`src/ptse_pkg.sv`:
```
// Shared types and constants for the PDF text string extractor.
// Holds the transaction structs, parser mode codes and character codes.
// Used by every module of the block; has no dependencies.
package ptse_pkg;

	// Limits on captured text
	localparam int MAX_STRINGS = 256;
	localparam int MAX_TEXT    = 1024;
	localparam int TLEN_W      = $clog2(MAX_TEXT + 1);
	localparam int SCNT_W      = $clog2(MAX_STRINGS + 1);
	localparam logic [7:0] DEPTH_MAX = 8'd255;

	// Result queue sizing
	localparam int FIFO_DEPTH = 4;
	localparam int FIFO_AW    = $clog2(FIFO_DEPTH);
	localparam int FIFO_CW    = $clog2(FIFO_DEPTH + 1);

	// Parser modes
	localparam int MODE_W = 3;
	localparam logic [MODE_W-1:0] MODE_WAIT_BT      = 3'd0;
	localparam logic [MODE_W-1:0] MODE_SCAN         = 3'd1;
	localparam logic [MODE_W-1:0] MODE_EXPECT_PAREN = 3'd2;
	localparam logic [MODE_W-1:0] MODE_CAPTURE      = 3'd3;
	localparam logic [MODE_W-1:0] MODE_SKIP_TJ      = 3'd4;

	// Character codes
	localparam logic [7:0] CH_B     = 8'h42;
	localparam logic [7:0] CH_E     = 8'h45;
	localparam logic [7:0] CH_T     = 8'h54;
	localparam logic [7:0] CH_M     = 8'h6d;
	localparam logic [7:0] CH_D     = 8'h64;
	localparam logic [7:0] CH_J     = 8'h6a;
	localparam logic [7:0] CH_DASH  = 8'h2d;
	localparam logic [7:0] CH_BSL   = 8'h5c;
	localparam logic [7:0] CH_CR    = 8'h0d;
	localparam logic [7:0] CH_LPAR  = 8'h28;
	localparam logic [7:0] CH_RPAR  = 8'h29;
	localparam logic [7:0] CH_SPACE = 8'h20;

	typedef struct packed {
		logic [7:0] data_byte;
		logic       stream_start;
	} in_item_t;

	typedef struct packed {
		logic [7:0] text_byte;
		logic       end_of_string;
		logic [7:0] string_index;
	} out_item_t;

	// Up to two results produced by one parsed byte
	typedef struct packed {
		logic [1:0] cnt;
		out_item_t  r0;
		out_item_t  r1;
	} res_push_t;

endpackage

```
`src/ptse_parser.sv`:
```
// Input register and byte parser of the PDF text string extractor.
// Parses one registered byte per cycle while the result queue has room, and pushes up to two results.
// Depends on ptse_pkg.
module ptse_parser import ptse_pkg::*; (
	input  logic      clk,
	input  logic      arst_n,
	input  logic      item_valid,
	output logic      item_stall,
	input  in_item_t  item,
	input  logic      room,
	output res_push_t push
);

	logic                valid_s1;
	in_item_t            item_s1;
	logic                fire;

	logic [MODE_W-1:0]   mode_q;
	logic [7:0]          prev_q;
	logic                tp_q;
	logic                tbe_q;
	logic [7:0]          depth_q;
	logic                esc_q;
	logic                sup_q;
	logic [TLEN_W-1:0]   tlen_q;
	logic [SCNT_W-1:0]   scnt_q;

	logic [MODE_W-1:0]   mode_n;
	logic                tp_n;
	logic                tbe_n;
	logic [7:0]          depth_n;
	logic                esc_n;
	logic                sup_n;
	logic [TLEN_W-1:0]   tlen_n;
	logic [SCNT_W-1:0]   scnt_n;
	logic [7:0]          prev_v;

	logic [1:0]          nchar;
	logic [7:0]          c0;
	logic [7:0]          c1;
	logic                eos;
	logic [7:0]          eos_index;
	logic                do_scan;
	res_push_t           push_n;

	// Hold the byte while the result queue lacks room for two results
	assign fire       = valid_s1 && room;
	assign item_stall = valid_s1 && !room;

	always_ff @(posedge clk or negedge arst_n) begin
		if (!arst_n) begin
			valid_s1 <= 1'b0;
		end else if (!item_stall) begin
			valid_s1 <= item_valid;
		end
	end

	always_ff @(posedge clk) begin
		if (!item_stall && item_valid) begin
			item_s1 <= item;
		end
	end

	// Work out next state and results for the registered byte
	always_comb begin
		mode_n  = mode_q;
		prev_v  = prev_q;
		tp_n    = tp_q;
		tbe_n   = tbe_q;
		depth_n = depth_q;
		esc_n   = esc_q;
		sup_n   = sup_q;
		tlen_n  = tlen_q;
		scnt_n  = scnt_q;
		nchar   = 2'd0;
		c0      = 8'd0;
		c1      = 8'd0;
		eos     = 1'b0;
		do_scan = 1'b0;
		push_n  = '0;

		// New stream: clear everything, then parse this byte
		if (item_s1.stream_start) begin
			mode_n  = MODE_WAIT_BT;
			prev_v  = 8'd0;
			tp_n    = 1'b0;
			tbe_n   = 1'b0;
			depth_n = 8'd0;
			esc_n   = 1'b0;
			sup_n   = 1'b0;
			tlen_n  = '0;
			scnt_n  = '0;
		end

		eos_index = scnt_n[7:0];

		unique case (mode_n)
			MODE_WAIT_BT: begin
				if (prev_v == CH_B && item_s1.data_byte == CH_T) begin
					mode_n = MODE_SCAN;
				end
			end
			MODE_SCAN: begin
				do_scan = 1'b1;
			end
			MODE_EXPECT_PAREN: begin
				if (item_s1.data_byte == CH_LPAR) begin
					mode_n  = MODE_CAPTURE;
					depth_n = 8'd1;
					esc_n   = 1'b0;
					tlen_n  = '0;
					sup_n   = (scnt_n >= SCNT_W'(MAX_STRINGS));
				end else begin
					mode_n  = MODE_SCAN;
					do_scan = 1'b1;
				end
			end
			MODE_CAPTURE: begin
				if (esc_n) begin
					esc_n = 1'b0;
					if (item_s1.data_byte == CH_CR) begin
						nchar = 2'd1;
						c0    = CH_SPACE;
					end else begin
						nchar = 2'd2;
						c0    = CH_BSL;
						c1    = item_s1.data_byte;
					end
				end else begin
					if (tlen_n == '0 && item_s1.data_byte == CH_DASH) begin
						sup_n = 1'b1;
					end
					if (item_s1.data_byte == CH_BSL) begin
						esc_n = 1'b1;
					end else if (item_s1.data_byte == CH_LPAR) begin
						if (depth_n < DEPTH_MAX) begin
							depth_n = depth_n + 8'd1;
						end
						nchar = 2'd1;
						c0    = item_s1.data_byte;
					end else if (item_s1.data_byte == CH_RPAR) begin
						if (depth_n != 8'd0) begin
							depth_n = depth_n - 8'd1;
						end
						if (depth_n == 8'd0) begin
							if (!sup_n) begin
								eos = 1'b1;
								if (scnt_n < SCNT_W'(MAX_STRINGS)) begin
									scnt_n = scnt_n + SCNT_W'(1);
								end
							end
							mode_n = MODE_SKIP_TJ;
						end else begin
							nchar = 2'd1;
							c0    = item_s1.data_byte;
						end
					end else begin
						nchar = 2'd1;
						c0    = item_s1.data_byte;
					end
				end
			end
			MODE_SKIP_TJ: begin
				if (prev_v == CH_T && item_s1.data_byte == CH_J) begin
					mode_n = MODE_SCAN;
					tp_n   = 1'b0;
				end
			end
			default: begin
				mode_n = MODE_WAIT_BT;
			end
		endcase

		// Look for T followed by m or d, not right after B or E
		if (do_scan) begin
			if (tp_n && !tbe_n &&
				(item_s1.data_byte == CH_M || item_s1.data_byte == CH_D)) begin
				tp_n   = 1'b0;
				mode_n = MODE_EXPECT_PAREN;
			end else if (item_s1.data_byte == CH_T) begin
				tp_n  = 1'b1;
				tbe_n = (prev_v == CH_B || prev_v == CH_E);
			end else begin
				tp_n = 1'b0;
			end
		end

		// Emit characters up to the length limit
		if (nchar != 2'd0) begin
			if (!sup_n && tlen_n < TLEN_W'(MAX_TEXT)) begin
				push_n.r0  = '{text_byte: c0, end_of_string: 1'b0,
					string_index: scnt_n[7:0]};
				push_n.cnt = 2'd1;
			end
			if (tlen_n < TLEN_W'(MAX_TEXT)) begin
				tlen_n = tlen_n + TLEN_W'(1);
			end
		end
		if (nchar == 2'd2) begin
			if (!sup_n && tlen_n < TLEN_W'(MAX_TEXT)) begin
				if (push_n.cnt == 2'd0) begin
					push_n.r0 = '{text_byte: c1, end_of_string: 1'b0,
						string_index: scnt_n[7:0]};
				end else begin
					push_n.r1 = '{text_byte: c1, end_of_string: 1'b0,
						string_index: scnt_n[7:0]};
				end
				push_n.cnt = push_n.cnt + 2'd1;
			end
			if (tlen_n < TLEN_W'(MAX_TEXT)) begin
				tlen_n = tlen_n + TLEN_W'(1);
			end
		end
		if (eos) begin
			push_n.r0  = '{text_byte: 8'd0, end_of_string: 1'b1,
				string_index: eos_index};
			push_n.cnt = 2'd1;
		end

		if (!fire) begin
			push_n.cnt = 2'd0;
		end
	end

	assign push = push_n;

	// Advance parser state on each parsed byte
	always_ff @(posedge clk or negedge arst_n) begin
		if (!arst_n) begin
			mode_q  <= MODE_WAIT_BT;
			prev_q  <= 8'd0;
			tp_q    <= 1'b0;
			tbe_q   <= 1'b0;
			depth_q <= 8'd0;
			esc_q   <= 1'b0;
			sup_q   <= 1'b0;
			tlen_q  <= '0;
			scnt_q  <= '0;
		end else if (fire) begin
			mode_q  <= mode_n;
			prev_q  <= item_s1.data_byte;
			tp_q    <= tp_n;
			tbe_q   <= tbe_n;
			depth_q <= depth_n;
			esc_q   <= esc_n;
			sup_q   <= sup_n;
			tlen_q  <= tlen_n;
			scnt_q  <= scnt_n;
		end
	end

endmodule

```
`src/ptse_out_fifo.sv`:
```
// Result queue of the PDF text string extractor.
// Takes up to two results a cycle, presents one a cycle on the output unless result_stall holds it.
// Depends on ptse_pkg.
module ptse_out_fifo import ptse_pkg::*; (
	input  logic      clk,
	input  logic      arst_n,
	input  res_push_t push,
	output logic      room,
	output logic      result_valid,
	input  logic      result_stall,
	output out_item_t result
);

	out_item_t            mem [FIFO_DEPTH];
	logic [FIFO_AW-1:0]   wr_q;
	logic [FIFO_AW-1:0]   rd_q;
	logic [FIFO_CW-1:0]   count_q;
	logic                 pop;

	assign result_valid = (count_q != '0);
	assign result       = mem[rd_q];
	assign pop          = result_valid && !result_stall;
	assign room         = (count_q <= FIFO_CW'(FIFO_DEPTH - 2));

	// Write one or two results
	always_ff @(posedge clk) begin
		if (push.cnt != 2'd0) begin
			mem[wr_q] <= push.r0;
		end
		if (push.cnt == 2'd2) begin
			mem[wr_q + FIFO_AW'(1)] <= push.r1;
		end
	end

	// Advance pointers and occupancy
	always_ff @(posedge clk or negedge arst_n) begin
		if (!arst_n) begin
			wr_q    <= '0;
			rd_q    <= '0;
			count_q <= '0;
		end else begin
			wr_q    <= wr_q + FIFO_AW'(push.cnt);
			rd_q    <= rd_q + FIFO_AW'(pop);
			count_q <= count_q + FIFO_CW'(push.cnt) - FIFO_CW'(pop);
		end
	end

endmodule

```
`src/pdf_text_string_extractor_unit.sv`:
```
// Path: an accepted byte is registered in the parser input stage, then its results are written into the
// result queue and presented from there; a second result from the same byte follows the first.
// Throughput: one byte per cycle while the result queue has room; a byte yields zero to two results and the
// output moves one result per cycle unless result_stall is high, set by the four-entry result queue.
// Reset: arst_n clears the parser state and empties the input stage and queue.
// Top level of the PDF text string extractor; depends on ptse_pkg, ptse_parser, ptse_out_fifo.
module pdf_text_string_extractor_unit import ptse_pkg::*; (
	input  logic      clk,
	input  logic      arst_n,
	input  logic      item_valid,
	output logic      item_stall,
	input  in_item_t  item,
	output logic      result_valid,
	input  logic      result_stall,
	output out_item_t result
);

	res_push_t push;
	logic      room;

	// Parse registered bytes
	ptse_parser u_parser (
		.clk        (clk),
		.arst_n     (arst_n),
		.item_valid (item_valid),
		.item_stall (item_stall),
		.item       (item),
		.room       (room),
		.push       (push)
	);

	// Queue results toward the output
	ptse_out_fifo u_fifo (
		.clk          (clk),
		.arst_n       (arst_n),
		.push         (push),
		.room         (room),
		.result_valid (result_valid),
		.result_stall (result_stall),
		.result       (result)
	);

endmodule

```
`config.mk`:
```
export PLATFORM = sky130hd
export DESIGN_NAME = pdf_text_string_extractor_unit
export DESIGN_NICKNAME = d
export VERILOG_FILES = /design/src/ptse_pkg.sv /design/src/ptse_parser.sv /design/src/ptse_out_fifo.sv /design/src/pdf_text_string_extractor_unit.sv
export SDC_FILE = /design/constraint.sdc
export NUM_CORES = 1
export LEC_CHECK = 0
export ABC_AREA = 1
export BUFFER_PORTS_ARGS = -buffer_cell sky130_fd_sc_hd__buf_2
export CAP_MARGIN = 15
export CORE_UTILIZATION = 33
export CTS_BUF_LIST = sky130_fd_sc_hd__clkbuf_2 sky130_fd_sc_hd__clkbuf_4 sky130_fd_sc_hd__clkbuf_8
export DETAILED_ROUTE_END_ITERATION = 10
export PLACE_DENSITY_LB_ADDON = 0.2
export REMOVE_ABC_BUFFERS = 1
export SLEW_MARGIN = 0
export SYNTH_ARGS = -nofsm -noshare
export SYNTH_HDL_FRONTEND = slang
export SYNTH_SLANG_ARGS = --single-unit
```
`constraint.sdc`:
```
create_clock -name clk -period 5.7 [get_ports clk]
set_input_delay 0.57 -clock clk [delete_from_list [all_inputs] [get_ports clk]]
set_output_delay 0.57 -clock clk [all_outputs]
set_load 0.1 [all_outputs]
```
==> metrics.md <==
| Metric | Value |
|---|---|
| Simple-gate share of the synthesized area | `about 28%` |
| Fin worst setup slack | `about 0.83 ns` |
| Routed len/inst | `roughly 17 um` |
| Core area | `0.0246 mm2` |
| Setup TNS Final | `0 ns` |
| Worst EP required | `~6 ns` |
| Max-Cap Viols | `0` |
| Nets@finish | `between 1,000 and 1,500` |
| Fmax | `205 MHz` |
| Largest family of logic cells by synthesized area | `simple AND/OR/NAND/NOR gates` |
| Worst reg2reg setup slack | `approximately 0.83 ns` |
| Ys async rst share | `39.8%` |
| Filler Cells Inserted | `between 2,000 and 3,000` |
| Post-CTS Setup Repair Bufs | `0` |
| Rel. slew slack | `a little under a third` |
| P_leak | `~4 nW` |
| R2r startpoint | `u_parser.item_s1[0]` |
| Slew Limit Fails | `0` |
| Buffers on Ports | `31` |
| DR DRC count | `0` |
| Initial core utilization | `between 30% and 40%` |
| Post-DRT Antenna Nets | `0` |
| Count of final setup violators | `0` |
| DR iter-0 viols | `566` |
| Global Route Usage Sum | `between 10% and 20%` |
| Xor/xnor cell area share of the yosys netlist | `under 10%` |
| Post-Route Skew | `around 0.016 ns` |
| Total congestion overflow | `0` |
| Clk sink count | `128` |
| Slew of the pin with the lowest slew margin | `about 1.0 ns` |
| Clock Latency Late Sink | `about 0.46 ns` |
| Reg-to-Reg End | `u_fifo.mem[0][3]` |
| Post-synth EDFFs | `73` |
| Worst slack at placement | `about 0.84 ns` |
| Layout cells sized above 1 | `a little under an eighth` |
| Critical Path Start | `u_parser.item_s1[0]` |
| Synth Flop Type | `edfxtp_1` |
| Syn Inst Count | `1,104` |
| Hold-fix buffers, CTS | `0` |
| Worst-path clk slew | `around 0.080 ns` |
| Sequential share of the synthesized area | `between 40% and 50%` |
| H-tree levels | `4` |
| Worst EP arrival | `just over 5 ns` |
| Largest net degree at the start of global routing | `60` |
| Io pins | `32` |
| Die width | `around 160 um` |
| Post-synthesis adder-cell area fraction | `under 10%` |
| # diodes | `0` |
| Synth unique cells | `between 40 and 50` |
| Status | `complete, no violations` |
| Critical path fanouts, max | `17` |
| Worst-case clock buffer depth | `2` |
| Die Area | `around 0.026 mm2` |
| 1st-pass router iterations | `5` |
| DP HPWL | `~17 mm` |
| FP Rows | `57` |
| Util after Layout | `a little under two fifths` |
| Power density cells | `approximately 480 mW/mm2` |
| GP Congestion | `just under 0.9` |
| Post-route minimum period | `about 5 ns` |
| Final Hold Fails | `0` |
| First-pass GRT wire length | `39.8 mm` |
| Most frequent cells in the layout | `245 x nand2_1, 129 x inv_1, 128 x nor2_1, 114 x o21ai_0, 73 x edfxtp_1` |
| Multiplexer share of the synthesized area | `0%` |
| Average cell area after synthesis | `~7.6 um2` |
| Commonest non-fill, non-tap cell in the layout | `nand2_1` |
| Crit. End Element | `register` |
| Crit share post-route | `a little under nine tenths` |
| FF+latch area | `between 0.003 and 0.004 mm2` |
| #FFs+latches synth | `roughly 130` |
| Root buffer cell | `clkbuf_8` |
| Synthesis Warnings | `0` |
| Worst Reg-to-Reg Cells | `26` |
| Synth area leader | `edfxtp_1` |
| # resized after CTS | `0` |
| Initial antenna violation count | `0` |
| Share of the synthesized area in the top cell type | `between 20% and 30%` |
| WL final | `24.6 mm` |
| Cell Area, Synth | `0.00836 mm2` |
| Vias | `7,522` |
| Critical setup path kind | `reg -> reg` |
| VDD IR max | `around 0.41 mV` |
| CTS Buf Count | `17` |
| Worst min-delay path class | `in -> async` |
| Area Growth Syn to Fin | `10.7%` |
| Area of the multi-input gates | `~0.0041 mm2` |
| Compound-Gate Fraction of Synth Area | `16.4%` |
| Startpoint types | `register` |
| Drt via density | `around 5.1` |
| Vias in the first global route | `between 7,000 and 8,000` |
| Chip height | `about 160 um` |
| CTS tree | `done` |
| RSZ-0062 raised after global routing | `false` |
| Largest cells by area after synthesis | `edfxtp_1 26%, dfrtp_1 15%, nand2_1 11%` |
worst max-delay path by stage:
stage                              to  slack (ns)  cells past startpoint
finish               u_fifo.mem[0][3]        0.83                     26
global route         u_fifo.mem[0][3]        0.41                     26
CTS                  u_fifo.mem[0][3]        0.82                     26
detailed placement   u_fifo.mem[0][3]        0.84                     26
global placement     u_fifo.mem[2][0]        0.89                     24
floorplan           u_fifo.count_q[2]        1.01                     27
stage by stage:
stage	instances	total power, mW	hold WS [ns]	instance area (um2)
6_report	1463	4.47	0.253	9250
5_1_grt	1463	4.76	0.268	9250
4_1_cts	1462	4.47	0.275	9230
3_5_place_dp	1430	3.61	0.470	8810
3_3_place_gp	1430	3.61	0.467	8810
2_1_floorplan	1063	3.06	0.274	8150
flip-flops by register name, summed over array words and instances (netlist names):
signal / flops
u_fifo.count_q: 3
u_parser.tp_q: 1
u_parser.tlen_q: 11
u_parser.prev_q: 8
u_fifo.rd_q: 2
u_parser.mode_q: 3
u_parser.tbe_q: 1
u_parser.esc_q: 1
u_parser.depth_q: 8
u_parser.scnt_q: 9
u_fifo.mem: 68
u_parser.sup_q: 1
u_parser.item_s1: 9
u_parser.valid_s1: 1
u_fifo.wr_q: 2
worst max-delay path: stages, from the launching register on:
cell      delay (ns)
edfxtp_1        0.41
inv_2           0.38
nand2_4         0.14
ha_1            0.29
nand2_1         0.13
nor2_4          0.05
nand2_4         0.11
nand2_1         0.07
nand2_1         0.07
nand3_1         0.07
nor2_1          0.17
nand2_4         0.12
nand2_4         0.10
a21oi_4         0.08
nand2_2         0.20
clkinv_1        0.30
ha_1            0.38
nand2_1         0.07
nand2_1         0.05
inv_1           0.10
o21ai_4         0.07
nand2_2         0.13
nand2_4         0.11
nand2_4         0.20
nand2_1         0.51
nand2_1         0.23
inv_1           0.05
cell families after synthesis:
family,Yosys count
AND/OR/NAND/NOR,515
buffers and inverters,180
AO/OA/AOI/OAI,243
XOR/XNOR,26
flip-flops,128
adder cells (fa/ha/maj),12
per-layer routing:
layer / up-vias / global-route usage, % / share of wire [%]
li1: 3750 / - / -
met1: 3514 / 25.5 / 46
met2: 225 / 33.6 / 49
met3: 33 / 3.11 / 4.2
met4: 0 / 4.97 / 1.5
met5: - / 0 / 0
synthesized netlist by cell type (2+ instances only):
cell / count
inv_1: 129
ha_1: 11
a22oi_1: 3
nor2_1: 129
a2bb2oi_1: 2
buf_6: 6
nand2_4: 15
nand2_2: 8
o41ai_1: 2
a21oi_1: 19
nor3_1: 12
xnor2_1: 4
nor4_2: 5
dfrtp_1: 51
nand2_1: 245
o31ai_1: 4
nor2_2: 9
o21ai_0: 114
nand3b_1: 2
o211ai_1: 3
xor2_1: 22
o22ai_1: 56
buf_2: 7
nand3_2: 3
nor4_1: 7
o21ai_1: 31
nand3_1: 63
clkbuf_1: 24
buf_1: 4
edfxtp_1: 73
nand4_1: 11
a21boi_0: 2
dfxtp_1: 4
nor2_4: 3
inv_2: 9
final cells by class:
class,count,area share (%)
timing repair buffer,44,2.95
tap,324,4.38
multi-input combinational,796,44.2
clock buffer,17,2.53
inverter,139,5.64
clock inverter,15,1.96
sequential,128,38.3
power by group:
group	switching, mW	leakage (nW)	internal [mW]
logic	1.80	2.37	0.533
clock network	0.419	0.211	0.439
registers	0.144	1.43	1.13
total	2.36	4.01	2.10
Power figures use the tool's default switching activity.
